[src/design/uers_pkg.sv]
// Shared types, constants and codes for the UTF-8 emoji run splitter.
package uers_pkg;

   localparam int MaxResults        = 3;
   localparam int QueueDepthDefault = 4;

   localparam logic [20:0] CpJoiner      = 21'h0200D;
   localparam logic [20:0] CpVariation   = 21'h0FE0F;
   localparam logic [20:0] CpKeycap      = 21'h020E3;
   localparam logic [20:0] CpSkinLow     = 21'h1F3FB;
   localparam logic [20:0] CpSkinHigh    = 21'h1F3FF;
   localparam logic [20:0] CpRegionLow   = 21'h1F1E6;
   localparam logic [20:0] CpRegionHigh  = 21'h1F1FF;
   localparam logic [20:0] CpSymbolLow   = 21'h02600;
   localparam logic [20:0] CpSymbolHigh  = 21'h027BF;
   localparam logic [20:0] CpPictLow     = 21'h1F300;
   localparam logic [20:0] CpPictHigh    = 21'h1FAFF;
   localparam logic [20:0] CpSupplLow    = 21'h1F900;

   typedef enum logic [1:0] {
      MODE_NONE,
      MODE_TEXT,
      MODE_EMOJI,
      MODE_AFTER_JOINER
   } run_mode_type;

   typedef struct packed {
      logic [7:0] data_byte;
      logic       end_of_string;
   } req_type;

   typedef struct packed {
      logic [20:0] codepoint;
      logic        in_emoji_run;
      logic        starts_run;
      logic        final_result;
   } rsp_type;

   typedef struct packed {
      logic [1:0]       count;
      logic [2:0][20:0] cp;
   } dec_type;

   typedef struct packed {
      logic [1:0]    count;
      rsp_type [2:0] item;
   } batch_type;

   typedef struct packed {
      run_mode_type mode;
      logic         prior_regional;
      logic         emoji;
      logic         starts;
   } emit_type;

endpackage

[src/design/uers_decode.sv]
// Lenient UTF-8 byte assembly with re-split of a truncated sequence at end of string.
module uers_decode (
   input  logic             clock,
   input  logic             reset,
   input  logic             advance,
   input  logic [7:0]       data_byte,
   input  logic             end_of_string,
   output uers_pkg::dec_type dec
);

   function automatic logic [2:0] seq_len(input logic [7:0] b);
      logic [2:0] len;
      priority if (b[7] == 1'b0)        len = 3'd1;
      else if (b[7:5] == 3'b110)        len = 3'd2;
      else if (b[7:4] == 4'b1110)       len = 3'd3;
      else if (b[7:3] == 5'b11110)      len = 3'd4;
      else                              len = 3'd1;
      return len;
   endfunction

   function automatic logic [20:0] byte_cp(input logic [7:0] b);
      return {13'd0, b};
   endfunction

   logic [7:0] held_ff [3];
   logic [7:0] held_in [3];
   logic [1:0] held_count_ff, held_count_in;
   logic [1:0] expected_ff, expected_in;
   logic [2:0] lead_len;
   logic [1:0] rem;
   logic [20:0] cp_full;

   always_comb begin
      lead_len = seq_len(data_byte);
      if (held_count_ff == 2'd0) begin
         rem = 2'(lead_len - 3'd1);
      end else begin
         rem = (expected_ff != 2'd0) ? expected_ff - 2'd1 : 2'd0;
      end

      unique case (held_count_ff)
         2'd0: cp_full = byte_cp(data_byte);
         2'd1: cp_full = {10'd0, held_ff[0][4:0], data_byte[5:0]};
         2'd2: cp_full = {5'd0, held_ff[0][3:0], held_ff[1][5:0], data_byte[5:0]};
         2'd3: cp_full = {held_ff[0][2:0], held_ff[1][5:0], held_ff[2][5:0],
                          data_byte[5:0]};
      endcase

      dec           = '0;
      held_in       = held_ff;
      held_count_in = held_count_ff;
      expected_in   = expected_ff;

      if (rem == 2'd0) begin
         dec.count     = 2'd1;
         dec.cp[0]     = cp_full;
         held_count_in = 2'd0;
         expected_in   = 2'd0;
      end else if (end_of_string) begin
         unique case (held_count_ff)
            2'd0: begin
               dec.count = 2'd1;
               dec.cp[0] = byte_cp(data_byte);
            end
            2'd1: begin
               dec.count = 2'd2;
               dec.cp[0] = byte_cp(held_ff[0]);
               dec.cp[1] = byte_cp(data_byte);
            end
            default: begin
               dec.cp[0] = byte_cp(held_ff[0]);
               if (seq_len(held_ff[1]) == 3'd2) begin
                  dec.count = 2'd2;
                  dec.cp[1] = {10'd0, held_ff[1][4:0], data_byte[5:0]};
               end else begin
                  dec.count = 2'd3;
                  dec.cp[1] = byte_cp(held_ff[1]);
                  dec.cp[2] = byte_cp(data_byte);
               end
            end
         endcase
      end else begin
         if (held_count_ff != 2'd3) begin
            held_in[held_count_ff] = data_byte;
         end
         held_count_in = held_count_ff + 2'd1;
         expected_in   = rem;
      end

      if (end_of_string) begin
         held_count_in = 2'd0;
         expected_in   = 2'd0;
      end
   end

   always_ff @(posedge clock) begin
      if (reset) begin
         held_count_ff <= 2'd0;
         expected_ff   <= 2'd0;
      end else if (advance) begin
         held_count_ff <= held_count_in;
         expected_ff   <= expected_in;
      end
   end

   always_ff @(posedge clock) begin
      if (advance) begin
         held_ff <= held_in;
      end
   end

   a_eos_clears_hold: assert property (@(posedge clock) disable iff (reset)
      advance && end_of_string |=> held_count_ff == 2'd0 && expected_ff == 2'd0)
      else $error("hold not cleared at end of string");

endmodule

[src/design/uers_classify.sv]
// Emoji and text run marking for up to three codepoints of one byte.
module uers_classify (
   input  logic               clock,
   input  logic               reset,
   input  logic               advance,
   input  logic               end_of_string,
   input  uers_pkg::dec_type  dec,
   output uers_pkg::batch_type batch
);

   function automatic logic is_regional(input logic [20:0] cp);
      return cp >= uers_pkg::CpRegionLow && cp <= uers_pkg::CpRegionHigh;
   endfunction

   function automatic logic is_starter(input logic [20:0] cp);
      return (cp >= uers_pkg::CpSymbolLow && cp <= uers_pkg::CpSymbolHigh)
          || (cp >= uers_pkg::CpPictLow && cp <= uers_pkg::CpPictHigh)
          || (cp >= uers_pkg::CpSupplLow && cp <= uers_pkg::CpPictHigh)
          || is_regional(cp);
   endfunction

   function automatic uers_pkg::emit_type emit_step(input uers_pkg::run_mode_type mode,
                                                    input logic prior,
                                                    input logic [20:0] cp);
      uers_pkg::emit_type r;
      logic joined;
      logic starter;
      logic regional;
      logic modifier;
      starter  = is_starter(cp);
      regional = is_regional(cp);
      modifier = cp == uers_pkg::CpVariation || cp == uers_pkg::CpKeycap
              || (cp >= uers_pkg::CpSkinLow && cp <= uers_pkg::CpSkinHigh);
      r.mode           = mode;
      r.prior_regional = prior;
      r.emoji          = 1'b0;
      r.starts         = 1'b0;
      joined           = 1'b0;
      if (mode == uers_pkg::MODE_AFTER_JOINER) begin
         if (starter) begin
            joined           = 1'b1;
            r.mode           = uers_pkg::MODE_EMOJI;
            r.prior_regional = regional;
         end
      end else if (mode == uers_pkg::MODE_EMOJI) begin
         if (modifier) begin
            joined           = 1'b1;
            r.prior_regional = 1'b0;
         end else if (cp == uers_pkg::CpJoiner) begin
            joined           = 1'b1;
            r.mode           = uers_pkg::MODE_AFTER_JOINER;
            r.prior_regional = 1'b0;
         end else if (regional && prior) begin
            joined           = 1'b1;
            r.prior_regional = 1'b1;
         end
      end
      if (joined) begin
         r.emoji = 1'b1;
      end else if (starter) begin
         r.emoji          = 1'b1;
         r.starts         = 1'b1;
         r.mode           = uers_pkg::MODE_EMOJI;
         r.prior_regional = regional;
      end else begin
         r.starts         = mode != uers_pkg::MODE_TEXT;
         r.mode           = uers_pkg::MODE_TEXT;
         r.prior_regional = 1'b0;
      end
      return r;
   endfunction

   uers_pkg::run_mode_type mode_ff, mode_in;
   logic                   prior_ff, prior_in;
   uers_pkg::run_mode_type mode_c [4];
   logic                   prior_c [4];
   uers_pkg::emit_type     step [3];

   always_comb begin
      mode_c[0]   = mode_ff;
      prior_c[0]  = prior_ff;
      batch.count = dec.count;
      for (int k = 0; k < 3; k++) begin
         step[k] = emit_step(mode_c[k], prior_c[k], dec.cp[k]);
         batch.item[k].codepoint    = dec.cp[k];
         batch.item[k].in_emoji_run = step[k].emoji;
         batch.item[k].starts_run   = step[k].starts;
         batch.item[k].final_result = end_of_string && (dec.count == 2'(k + 1));
         if (2'(k) < dec.count) begin
            mode_c[k + 1]  = step[k].mode;
            prior_c[k + 1] = step[k].prior_regional;
         end else begin
            mode_c[k + 1]  = mode_c[k];
            prior_c[k + 1] = prior_c[k];
         end
      end
      if (end_of_string) begin
         mode_in  = uers_pkg::MODE_NONE;
         prior_in = 1'b0;
      end else begin
         mode_in  = mode_c[3];
         prior_in = prior_c[3];
      end
   end

   always_ff @(posedge clock) begin
      if (reset) begin
         mode_ff  <= uers_pkg::MODE_NONE;
         prior_ff <= 1'b0;
      end else if (advance) begin
         mode_ff  <= mode_in;
         prior_ff <= prior_in;
      end
   end

   a_eos_clears_run: assert property (@(posedge clock) disable iff (reset)
      advance && end_of_string |=> mode_ff == uers_pkg::MODE_NONE && !prior_ff)
      else $error("run state not cleared at end of string");

   a_regional_in_emoji: assert property (@(posedge clock) disable iff (reset)
      prior_ff |-> mode_ff == uers_pkg::MODE_EMOJI)
      else $error("regional mark outside an emoji run");

endmodule

[src/design/uers_queue.sv]
// Result queue: takes up to three results at once, hands out one per transaction.
module uers_queue #(
   parameter int Depth = uers_pkg::QueueDepthDefault
) (
   input  logic                clock,
   input  logic                reset,
   input  logic                push,
   input  uers_pkg::batch_type batch,
   output logic                has_room,
   output logic                rsp_valid,
   input  logic                rsp_stall,
   output uers_pkg::rsp_type   rsp_payload
);

   localparam int PtrW = (Depth > 1) ? $clog2(Depth) : 1;
   localparam int CntW = $clog2(Depth + 1);
   localparam logic [CntW-1:0] MaxFill  = CntW'(Depth - uers_pkg::MaxResults);
   localparam logic [CntW-1:0] DepthCnt = CntW'(Depth);
   localparam logic [PtrW:0]   DepthSum = (PtrW + 1)'(Depth);

   function automatic logic [PtrW-1:0] wrap_add(input logic [PtrW-1:0] ptr,
                                                input logic [1:0] k);
      logic [PtrW:0] s;
      s = {1'b0, ptr} + (PtrW + 1)'(k);
      if (s >= DepthSum) begin
         s = s - DepthSum;
      end
      return s[PtrW-1:0];
   endfunction

   uers_pkg::rsp_type mem_ff [Depth];
   logic [PtrW-1:0]   wr_ptr_ff, wr_ptr_in;
   logic [PtrW-1:0]   rd_ptr_ff, rd_ptr_in;
   logic [CntW-1:0]   count_ff, count_in;
   logic              pop;

   always_comb begin
      rsp_valid   = count_ff != '0;
      rsp_payload = mem_ff[rd_ptr_ff];
      has_room    = count_ff <= MaxFill;
      pop         = rsp_valid && !rsp_stall;
      wr_ptr_in   = push ? wrap_add(wr_ptr_ff, batch.count) : wr_ptr_ff;
      rd_ptr_in   = pop ? wrap_add(rd_ptr_ff, 2'd1) : rd_ptr_ff;
      count_in    = count_ff + (push ? CntW'(batch.count) : '0) - (pop ? CntW'(1) : '0);
   end

   always_ff @(posedge clock) begin
      if (reset) begin
         wr_ptr_ff <= '0;
         rd_ptr_ff <= '0;
         count_ff  <= '0;
      end else begin
         wr_ptr_ff <= wr_ptr_in;
         rd_ptr_ff <= rd_ptr_in;
         count_ff  <= count_in;
      end
   end

   always_ff @(posedge clock) begin
      if (push) begin
         for (int k = 0; k < uers_pkg::MaxResults; k++) begin
            if (2'(k) < batch.count) begin
               mem_ff[wrap_add(wr_ptr_ff, 2'(k))] <= batch.item[k];
            end
         end
      end
   end

   a_fill_bound: assert property (@(posedge clock) disable iff (reset)
      count_ff <= DepthCnt)
      else $error("result queue overfilled");

   a_push_with_room: assert property (@(posedge clock) disable iff (reset)
      push |-> count_ff <= MaxFill)
      else $error("results pushed without room");

endmodule

[src/design/utf8_emoji_run_splitter_unit.sv]
// Top level of the UTF-8 decoder that splits codepoints into text and emoji runs.
//
//   channel  dir  ports                          payload
//   req      in   req_valid / req_stall          req_type: data_byte, end_of_string
//   rsp      out  rsp_valid / rsp_stall          rsp_type: codepoint, marks
//
// One byte per cycle while the queue has room: a byte waits in the input register until
// the queue has room, then its codepoints enter the result queue, which offers them in order.
// A truncated sequence at end of string yields up to three queued results, drained one per
// cycle while rsp_stall is low; input stalls while the queue lacks room for three results.
// Synchronous reset clears the hold, run state, input register and queue.
module utf8_emoji_run_splitter_unit #(
   parameter int QueueDepth = uers_pkg::QueueDepthDefault
) (
   input  logic              clock,
   input  logic              reset,
   input  logic              req_valid,
   output logic              req_stall,
   input  uers_pkg::req_type req_payload,
   output logic              rsp_valid,
   input  logic              rsp_stall,
   output uers_pkg::rsp_type rsp_payload
);

   logic                stage_valid_ff, stage_valid_in;
   uers_pkg::req_type   stage_ff;
   logic                has_room;
   logic                advance;
   logic                accept;
   uers_pkg::dec_type   dec;
   uers_pkg::batch_type batch;

   always_comb begin
      advance   = stage_valid_ff && has_room;
      req_stall = stage_valid_ff && !has_room;
      accept    = req_valid && !req_stall;
      if (accept) begin
         stage_valid_in = 1'b1;
      end else if (advance) begin
         stage_valid_in = 1'b0;
      end else begin
         stage_valid_in = stage_valid_ff;
      end
   end

   always_ff @(posedge clock) begin
      if (reset) begin
         stage_valid_ff <= 1'b0;
      end else begin
         stage_valid_ff <= stage_valid_in;
      end
   end

   always_ff @(posedge clock) begin
      if (accept) begin
         stage_ff <= req_payload;
      end
   end

   uers_decode u_decode (
      .clock         (clock),
      .reset         (reset),
      .advance       (advance),
      .data_byte     (stage_ff.data_byte),
      .end_of_string (stage_ff.end_of_string),
      .dec           (dec)
   );

   uers_classify u_classify (
      .clock         (clock),
      .reset         (reset),
      .advance       (advance),
      .end_of_string (stage_ff.end_of_string),
      .dec           (dec),
      .batch         (batch)
   );

   uers_queue #(
      .Depth (QueueDepth)
   ) u_queue (
      .clock       (clock),
      .reset       (reset),
      .push        (advance),
      .batch       (batch),
      .has_room    (has_room),
      .rsp_valid   (rsp_valid),
      .rsp_stall   (rsp_stall),
      .rsp_payload (rsp_payload)
   );

   a_stage_holds: assert property (@(posedge clock) disable iff (reset)
      stage_valid_ff && !has_room |=> stage_valid_ff && $stable(stage_ff))
      else $error("input register lost a waiting byte");

endmodule
[config.mk]
export PLATFORM = sky130hd
export DESIGN_NAME = utf8_emoji_run_splitter_unit
export DESIGN_NICKNAME = d
export VERILOG_FILES = /design/src/design/uers_pkg.sv /design/src/design/uers_decode.sv /design/src/design/uers_classify.sv /design/src/design/uers_queue.sv /design/src/design/utf8_emoji_run_splitter_unit.sv
export SDC_FILE = /design/constraint.sdc
export NUM_CORES = 1
export LEC_CHECK = 0
export BUFFER_PORTS_ARGS = -buffer_cell sky130_fd_sc_hd__buf_2
export CAP_MARGIN = 20
export CORE_MARGIN = 10
export CORE_UTILIZATION = 55
export DETAILED_ROUTE_END_ITERATION = 10
export GPL_TIMING_DRIVEN = 0
export PLACE_DENSITY_LB_ADDON = 0.1
export SYNTH_ARGS = -nofsm -noshare
export SYNTH_HDL_FRONTEND = slang
export SYNTH_SLANG_ARGS = --single-unit
[constraint.sdc]
create_clock -name clock -period 3.1 [get_ports clock]
set_clock_uncertainty 0.1 [all_clocks]
set_input_delay 0.31 -clock clock [delete_from_list [all_inputs] [get_ports clock]]
set_output_delay 0.31 -clock clock [all_outputs]
set_load 0.01 [all_outputs]
==> summary.md, run 1 <==
| Metric | Value |
|---|---|
| Layout Nets | `897` |
| Yosys cell types | `81` |
| Share of layout cells above drive strength 1 | `0.2759` |
| I/O pins | `39` |
| Clock transition at path regs | `0.06 ns` |
| Slew Limit Headroom | `0.3709` |
| Skew-Pair Late Insertion Delay | `0.43 ns` |
| Tcrit/Tclk final | `1.002` |
| Hpwl dp | `17.67 mm` |
| Gr usage total | `0.2650` |
| Post-Syn Area per Cell | `10.02 um^2` |
| Core box area | `13400 um^2` |
| Mapped Area | `7602 um^2` |
| WL/cell | `23.26 um` |
| Initial DRC count | `1149` |
| Post-Place Worst Slack | `-0.8662 ns` |
| Max FO, Critical Path | `8` |
| Final WS setup | `-0.006844 ns` |
| Sequential area share after synthesis | `0.4779` |
| Clock buffer depth | `2` |
| Synth Register Bits | `144` |
| Fmax | `321.9 MHz` |
| Top_reg_cell synth | `edfxtp_1` |
| Yosys warning total | `0` |
| Die area | `18930 um^2` |
| CP max stage cell | `and4bb_4` |
| Worst path arrival time | `3.18 ns` |
| H-tree level count | `4` |
| Critical path, cell by cell | `inv_4 -> ha_4 -> nand2b_1 -> buf_6 -> o21ai_4 -> buf_12 -> buf_4 -> buf_4 -> o2bb2ai_2 -> and4bb_1 -> a22oi_1 -> o221ai_1 -> and4bb_4 -> nor2_1` |
| Setup tns final | `-0.006844 ns` |
| Area contributors post-synth | `edfxtp_1 30%, dfxtp_1 18%, nand2_1 7.4%, mux4_2 7.1%, o221ai_1 4.6%` |
| FFs w/ async S/R, synth | `0` |
| Worst min-delay path class | `input port to register` |
| Initial Util | `0.5673` |
| Status | `complete, but fails checks` |
| Syn Inst Count | `759` |
| Global-route wire length before repair | `38.24 mm` |
| Startpoint Class | `register` |
| Vias in the first global route | `6678` |
| DIE WIDTH | `137.6 um` |
| Final count of hold timing violations | `0` |
| Final setup viols | `1` |
| Finished Cell Area | `9462 um^2` |
| Required @ worst endpoint | `3.18 ns` |
| Pwr Density | `555.6 nW/um^2` |
| Max Cap Viol | `0` |
| Failing checks | `setup timing` |
| Clk root buf | `clkbuf_16` |
| Max incr delay on CP | `0.40 ns` |
| Worst Max-Slew Pin Slew | `0.9359 ns` |
| CTS Buf Count | `17` |
| Top-count cell post-synth | `nand2_1` |
| DRT antenna net count | `0` |
| CTS tree | `done` |
| Die Y-Extent | `137.6 um` |
| Peak supply drop | `0.0005806 V` |
| Row count | `42` |
| DR vias/cell | `6.657` |
| Mapped Nets | `781` |
| Clk sinks | `144` |
| IO buf count | `37` |
| Critical path class | `register to register` |
| Cell taking the most area after synthesis | `edfxtp_1` |
| Final Wtd Congestion | `0.9894` |
| P&R area growth vs syn | `24.46%` |
| Initial antenna violation count | `0` |
| Worst Setup End Kind | `register` |
| Via count | `7083` |
| Pin count of the biggest net entering global routing | `17` |
| First-pass DRT Iterations | `6` |
| Share of Yosys cell area claimed by the top area cell type | `0.2962` |
| Ant diodes | `0` |
| Cell mode on critical path | `buf_4` |
| Drt total wl | `24.75 mm` |
| Leak | `0.003272 uW` |
| Gr ovfl total | `0` |
| EDFF count, synth | `75` |
| Area post-placement | `8014 um^2` |
| Final Critical Period | `3.107 ns` |
| Slew Limit Fails | `0` |
| # DRC | `0` |
| Most common library cells after synthesis | `149 x nand2_1, 75 x edfxtp_1, 69 x dfxtp_1` |
[per-layer routing]
metal	vias to the layer above	wire length, um	track usage
met5	-	0	0
met4	0	606	0.08431
met3	59	2258	0.05462
met2	460	11850	0.4234
met1	3455	10030	0.3534
li1	3109	-	-
[layout make-up]
class | count | area, um^2
clock inverters | 14 | 135.1
plain buffers | 48 | 287.8
multi-input cells | 549 | 3951
fillers | 986 | 3939
repair buffers | 99 | 700.7
inverters | 16 | 75.07
well taps | 176 | 220.2
clock buffers | 18 | 450.4
flip-flops and latches | 144 | 3641
[timing repair]
item,CTS,global route
endpoints found under the hold margin,10,0
hold buffers,10,0
setup buffers,23,29
endpoints found under the setup margin,161,122
pin swaps,11,21
resized for setup,43,53
[state kept, by name, indices dropped and copies added (netlist names), named ones only]
register	cells
u_classify.prior_ff	1
stage_valid_ff	1
stage_ff	9
u_queue.count_ff	3
u_decode.held_ff	22
u_queue.wr_ptr_ff	2
u_decode.expected_ff	2
u_classify.mode_ff	2
u_queue.mem_ff	96
u_queue.rd_ptr_ff	2
u_decode.held_count_ff	2
[critical path, delay by kind of cell (launching register included)]
| kind | cells | cell delay [ns] |
|---|---|---|
| flip-flops | 1 | 0.37 |
| AO/OA/AOI/OAI | 4 | 0.60 |
| AND/OR/NAND/NOR | 4 | 0.91 |
| buffers and inverters | 5 | 0.68 |
| adder cells (fa/ha/maj) | 1 | 0.20 |
[final timing paths]
kind / startpoint / to / slack [ns] / cells past startpoint
setup / recovery: u_decode.held_count_ff[0]$_SDFFE_PP0P_ / u_queue.mem_ff[0][2]$_SDFFCE_PP0P_ / -0.007 / 14
hold / removal: reset / u_queue.count_ff[0]$_SDFF_PP0_ / 0.14 / 2
setup reg to reg: u_decode.held_count_ff[0]$_SDFFE_PP0P_ / u_queue.mem_ff[0][2]$_SDFFCE_PP0P_ / -0.007 / 14
hold reg to reg: u_queue.mem_ff[0][16]$_SDFFE_PP0P_ / u_queue.mem_ff[0][16]$_SDFFE_PP0P_ / 0.36 / 2
[power breakdown]
part	switching (uW)	leakage [uW]	total [uW]	internal (uW)
Combinational	593	0.00173	1060	465
Sequential	63.8	0.00125	2170	2100
Clock	917	0.000293	2030	1120
[cell families after synthesis]
group / after synthesis / share of synthesized area
AO/OA/AOI/OAI: 185 / 0.1791
XOR/XNOR: 6 / 0.006912
adder cells (fa/ha/maj): 9 / 0.01580
buffers and inverters: 66 / 0.04147
flip-flops: 144 / 0.4779
multiplexers: 30 / 0.07999
AND/OR/NAND/NOR: 319 / 0.1988
[layout by cell type (no fill, tap or decap), types with 22 or more instances in the layout]
master,Yosys,layout
a21oi_1,42,42
buf_2,20,48
buf_4,1,56
dfxtp_1,69,67
edfxtp_1,75,75
mux4_2,24,24
nand2_1,149,144
nand3_1,23,22
nor2_1,57,51
o21ai_0,26,25
o221ai_1,40,39
[metrics by stage]
step / power [uW] / hold WS, ns / utilization / instances
after floorplan: 2839 / 0.3089 / - / 759
after global placement: 3099 / 0.3288 / 0.5976 / 972
after detailed placement: 3125 / 0.3430 / 0.5980 / 972
after CTS: 5194 / 0.1493 / 0.6761 / 1037
after global routing: 5461 / 0.1813 / 0.7061 / 1064
final: 5257 / 0.1374 / 0.7061 / 1064
Power figures use the tool's default switching activity.
==> run 2: changes to the inputs <==
--- a/config.mk
+++ b/config.mk
@@ -5,6 +5,7 @@
 export SDC_FILE = /design/constraint.sdc
 export NUM_CORES = 1
 export LEC_CHECK = 0
+export ABC_AREA = 1
 export BUFFER_PORTS_ARGS = -buffer_cell sky130_fd_sc_hd__buf_2
 export CAP_MARGIN = 20
 export CORE_MARGIN = 10
==> summary.md, run 2 <==
| Metric | Value |
|---|---|
| Worst min-delay path class | `input port to register` |
| Sequential area share after synthesis | `0.4646` |
| WP buf/inv | `8` |
| Fmax | `330.4 MHz` |
| Max reg flops | `96` |
| Non-filler cells, final | `1278` |
| Die Y-Extent | `139.2 um` |
| Pwr Total | `5692 uW` |
| Initial Util | `0.5634` |
| Skew-Pair Late Insertion Delay | `0.44 ns` |
| Initial DRC count | `963` |
| Vias in the first global route | `7224` |
| Yosys warning total | `0` |
| CP max stage cell | `dfxtp_4` |
| Clk sinks | `144` |
| Worst reg2reg setup slack | `0.07 ns` |
| Yosys cell types | `50` |
| Final Critical Period | `3.027 ns` |
| Tcrit/Tclk final | `0.9764` |
| Ant diodes | `0` |
| Mapped Area | `7820 um^2` |
| Layout Nets | `1107` |
| Fillers | `1192` |
| CTS tree | `done` |
| Max incr delay on CP | `0.39 ns` |
| Pwr Density | `594.8 nW/um^2` |
| Commonest non-fill, non-tap cell in the layout | `nand2_1` |
| Critical path class | `register to register` |
| Gr ovfl total | `0` |
| Share of Yosys cell area claimed by the top area cell type | `0.2880` |
| Pin count of the biggest net entering global routing | `17` |
| FFs w/ async S/R, synth | `0` |
| Die area | `19390 um^2` |
| DIE WIDTH | `139.2 um` |
| Final Wtd Congestion | `1.001` |
| Critical path, cell by cell | `inv_4 -> ha_4 -> inv_4 -> nand2_4 -> nor2_4 -> inv_2 -> nand2_4 -> nor2_4 -> nor2_8 -> inv_4 -> nor2_4 -> inv_4 -> nor2_4 -> inv_4 -> nor2_4 -> clkinv_4 -> nor2_4 -> clkinvlp_4 -> nand2_4` |
| Top_reg_cell synth | `edfxtp_1` |
| Initial antenna violation count | `0` |
| IO buf count | `37` |
| Cell taking the most area after synthesis | `edfxtp_1` |
| Global-route wire length before repair | `39.94 mm` |
| EDFF count, synth | `75` |
| Required @ worst endpoint | `3.14 ns` |
| Leak | `0.003768 uW` |
| Final setup viols | `0` |
| Biggest register | `u_queue.mem_ff` |
| RSZ-0062 raised after global routing | `yes` |
| Hpwl dp | `18.52 mm` |
| Crit-path leading delay family | `simple AND/OR/NAND/NOR gates` |
| Share of layout cells above drive strength 1 | `0.2322` |
| H-tree level count | `4` |
| Worst path arrival time | `3.06 ns` |
| Drt total wl | `25.88 mm` |
| Mapped Nets | `996` |
| Worst Max-Slew Pin Slew | `0.7957 ns` |
| Clock buffer depth | `2` |
| Startpoint Class | `register` |
| DR vias/cell | `6.077` |
| Core box area | `13880 um^2` |
| First-pass DRT Iterations | `5` |
| Post-Place Cells | `1191` |
| WL/cell | `20.25 um` |
| CTS Buf Count | `17` |
| Multi-input logic area | `3847 um^2` |
| Gr usage total | `0.2582` |
| I/O pins | `39` |
| Via count | `7766` |
| Syn Inst Count | `974` |
| Biggest regs | `u_queue.mem_ff: 96 flops, u_decode.held_ff: 22 flops, stage_ff: 9 flops` |
| Max FO, Critical Path | `6` |
| DRT antenna net count | `0` |
| Post-Syn Area per Cell | `8.029 um^2` |
| Final count of hold timing violations | `0` |
| Slew Limit Headroom | `0.4676` |
| Clk root buf | `clkbuf_16` |
| Peak supply drop | `0.0004707 V` |
| Top-count cell post-synth | `nand2_1` |
| Setup tns final | `0 ns` |
| Status | `completed` |
| Worst Setup End Kind | `register` |
| Slew Limit Fails | `0` |
| Area contributors post-synth | `edfxtp_1 29%, dfxtp_1 18%, nand2_1 8.5%, nor2_1 6.8%, o21ai_0 6.3%` |
| P&R area growth vs syn | `22.38%` |
| Synth Register Bits | `144` |
| # DRC | `0` |
| Row count | `43` |
| Register area | `3641 um^2` |
| Max Cap Viol | `0` |
| Cell mode on critical path | `nor2_4` |
| Clock transition at path regs | `0.06 ns` |
| Most common library cells after synthesis | `177 x nand2_1, 142 x nor2_1, 99 x o21ai_0` |
| Most frequent cells in the layout | `162 x nand2_1, 131 x nor2_1, 92 x o21ai_0, 75 x edfxtp_1, 74 x inv_1` |
## run 2: cell count changes after synthesis, moves of 14 or more
cell	previous run	this run
inv_2	1	23
o22ai_1	4	28
nor2_1	57	142
inv_1	15	80
mux4_2	24	0
nand2_2	0	14
nand2_1	149	177
o21ai_0	26	99
nand3_1	23	50
## run 2: per-stage QoR
stage	area (um^2)	util	hold WS, ns	setup WS, ns
CTS	9117	0.6568	0.1497	0.003113
global route	9570	0.6895	0.1922	-0.03225
finish	9570	0.6895	0.1476	0.07311
floorplan	7820	-	0.3089	0.1465
detailed placement	8230	0.5929	0.3530	-0.6190
global placement	8230	0.5929	0.3477	-0.6037
## run 2: what timing repair did
action | CTS | global route
hold buffers | 10 | 0
endpoints found under the hold margin | 10 | 0
setup buffers | 13 | 30
pin swaps | 12 | 22
gates cloned | 2 | 1
setup endpoints to repair | 130 | 114
resized for setup | 36 | 62
## run 2: worst register-to-register path, delay by kind of cell (launching register included)
family                     cells  cell delay, ns
and+or+nand+nor               10            1.35
DFF                            1            0.39
buffers and inverters          8            0.72
adders and majority gates      1            0.17
## run 2: logic make-up after synthesis
group	after synthesis	share of synthesized area
AO/OA/AOI/OAI	243	0.1950
XOR/XNOR	2	0.002240
adder cells (fa/ha/maj)	9	0.01536
buffers and inverters	145	0.07760
flip-flops	144	0.4646
AND/OR/NAND/NOR	431	0.2451
## run 2: where the power goes
group | switching [uW] | total [uW] | internal, uW
logic | 996 | 1540 | 544
registers | 94.5 | 2260 | 2170
clock network | 800 | 1890 | 1090
total | 1890 | 5690 | 3800
## run 2: final cells by class
type,instances,share of cell area
multi-input cells,687,0.4020
flip-flops and latches,144,0.3804
repair buffers,91,0.06916
clock buffers,24,0.05046
inverters,103,0.04288
plain buffers,41,0.02575
well taps,180,0.02353
clock inverters,8,0.005752
## run 2: routing by layer
layer	part of all wire	vias up	routed length (um)	track usage
li1	-	3588	-	-
met1	0.41	3594	10540	0.3342
met2	0.45	480	11560	0.3936
met3	0.10	104	2626	0.06431
met4	0.044	0	1149	0.1269
met5	0	-	0	0
## run 2: final timing paths
| kind | from | cells after the start | endpoint |
|---|---|---|---|
| worst max-delay path | u_decode.held_count_ff[0]$_SDFFE_PP0P_ | 19 | u_queue.mem_ff[2][5]$_DFFE_PP_ |
| worst min register to register | u_queue.mem_ff[0][17]$_SDFFE_PP0P_ | 2 | u_queue.mem_ff[0][17]$_SDFFE_PP0P_ |
| worst min-delay path | rsp_stall | 4 | u_queue.rd_ptr_ff[0]$_SDFFE_PP0P_ |
| worst max register to register | u_decode.held_count_ff[0]$_SDFFE_PP0P_ | 19 | u_queue.mem_ff[2][5]$_DFFE_PP_ |
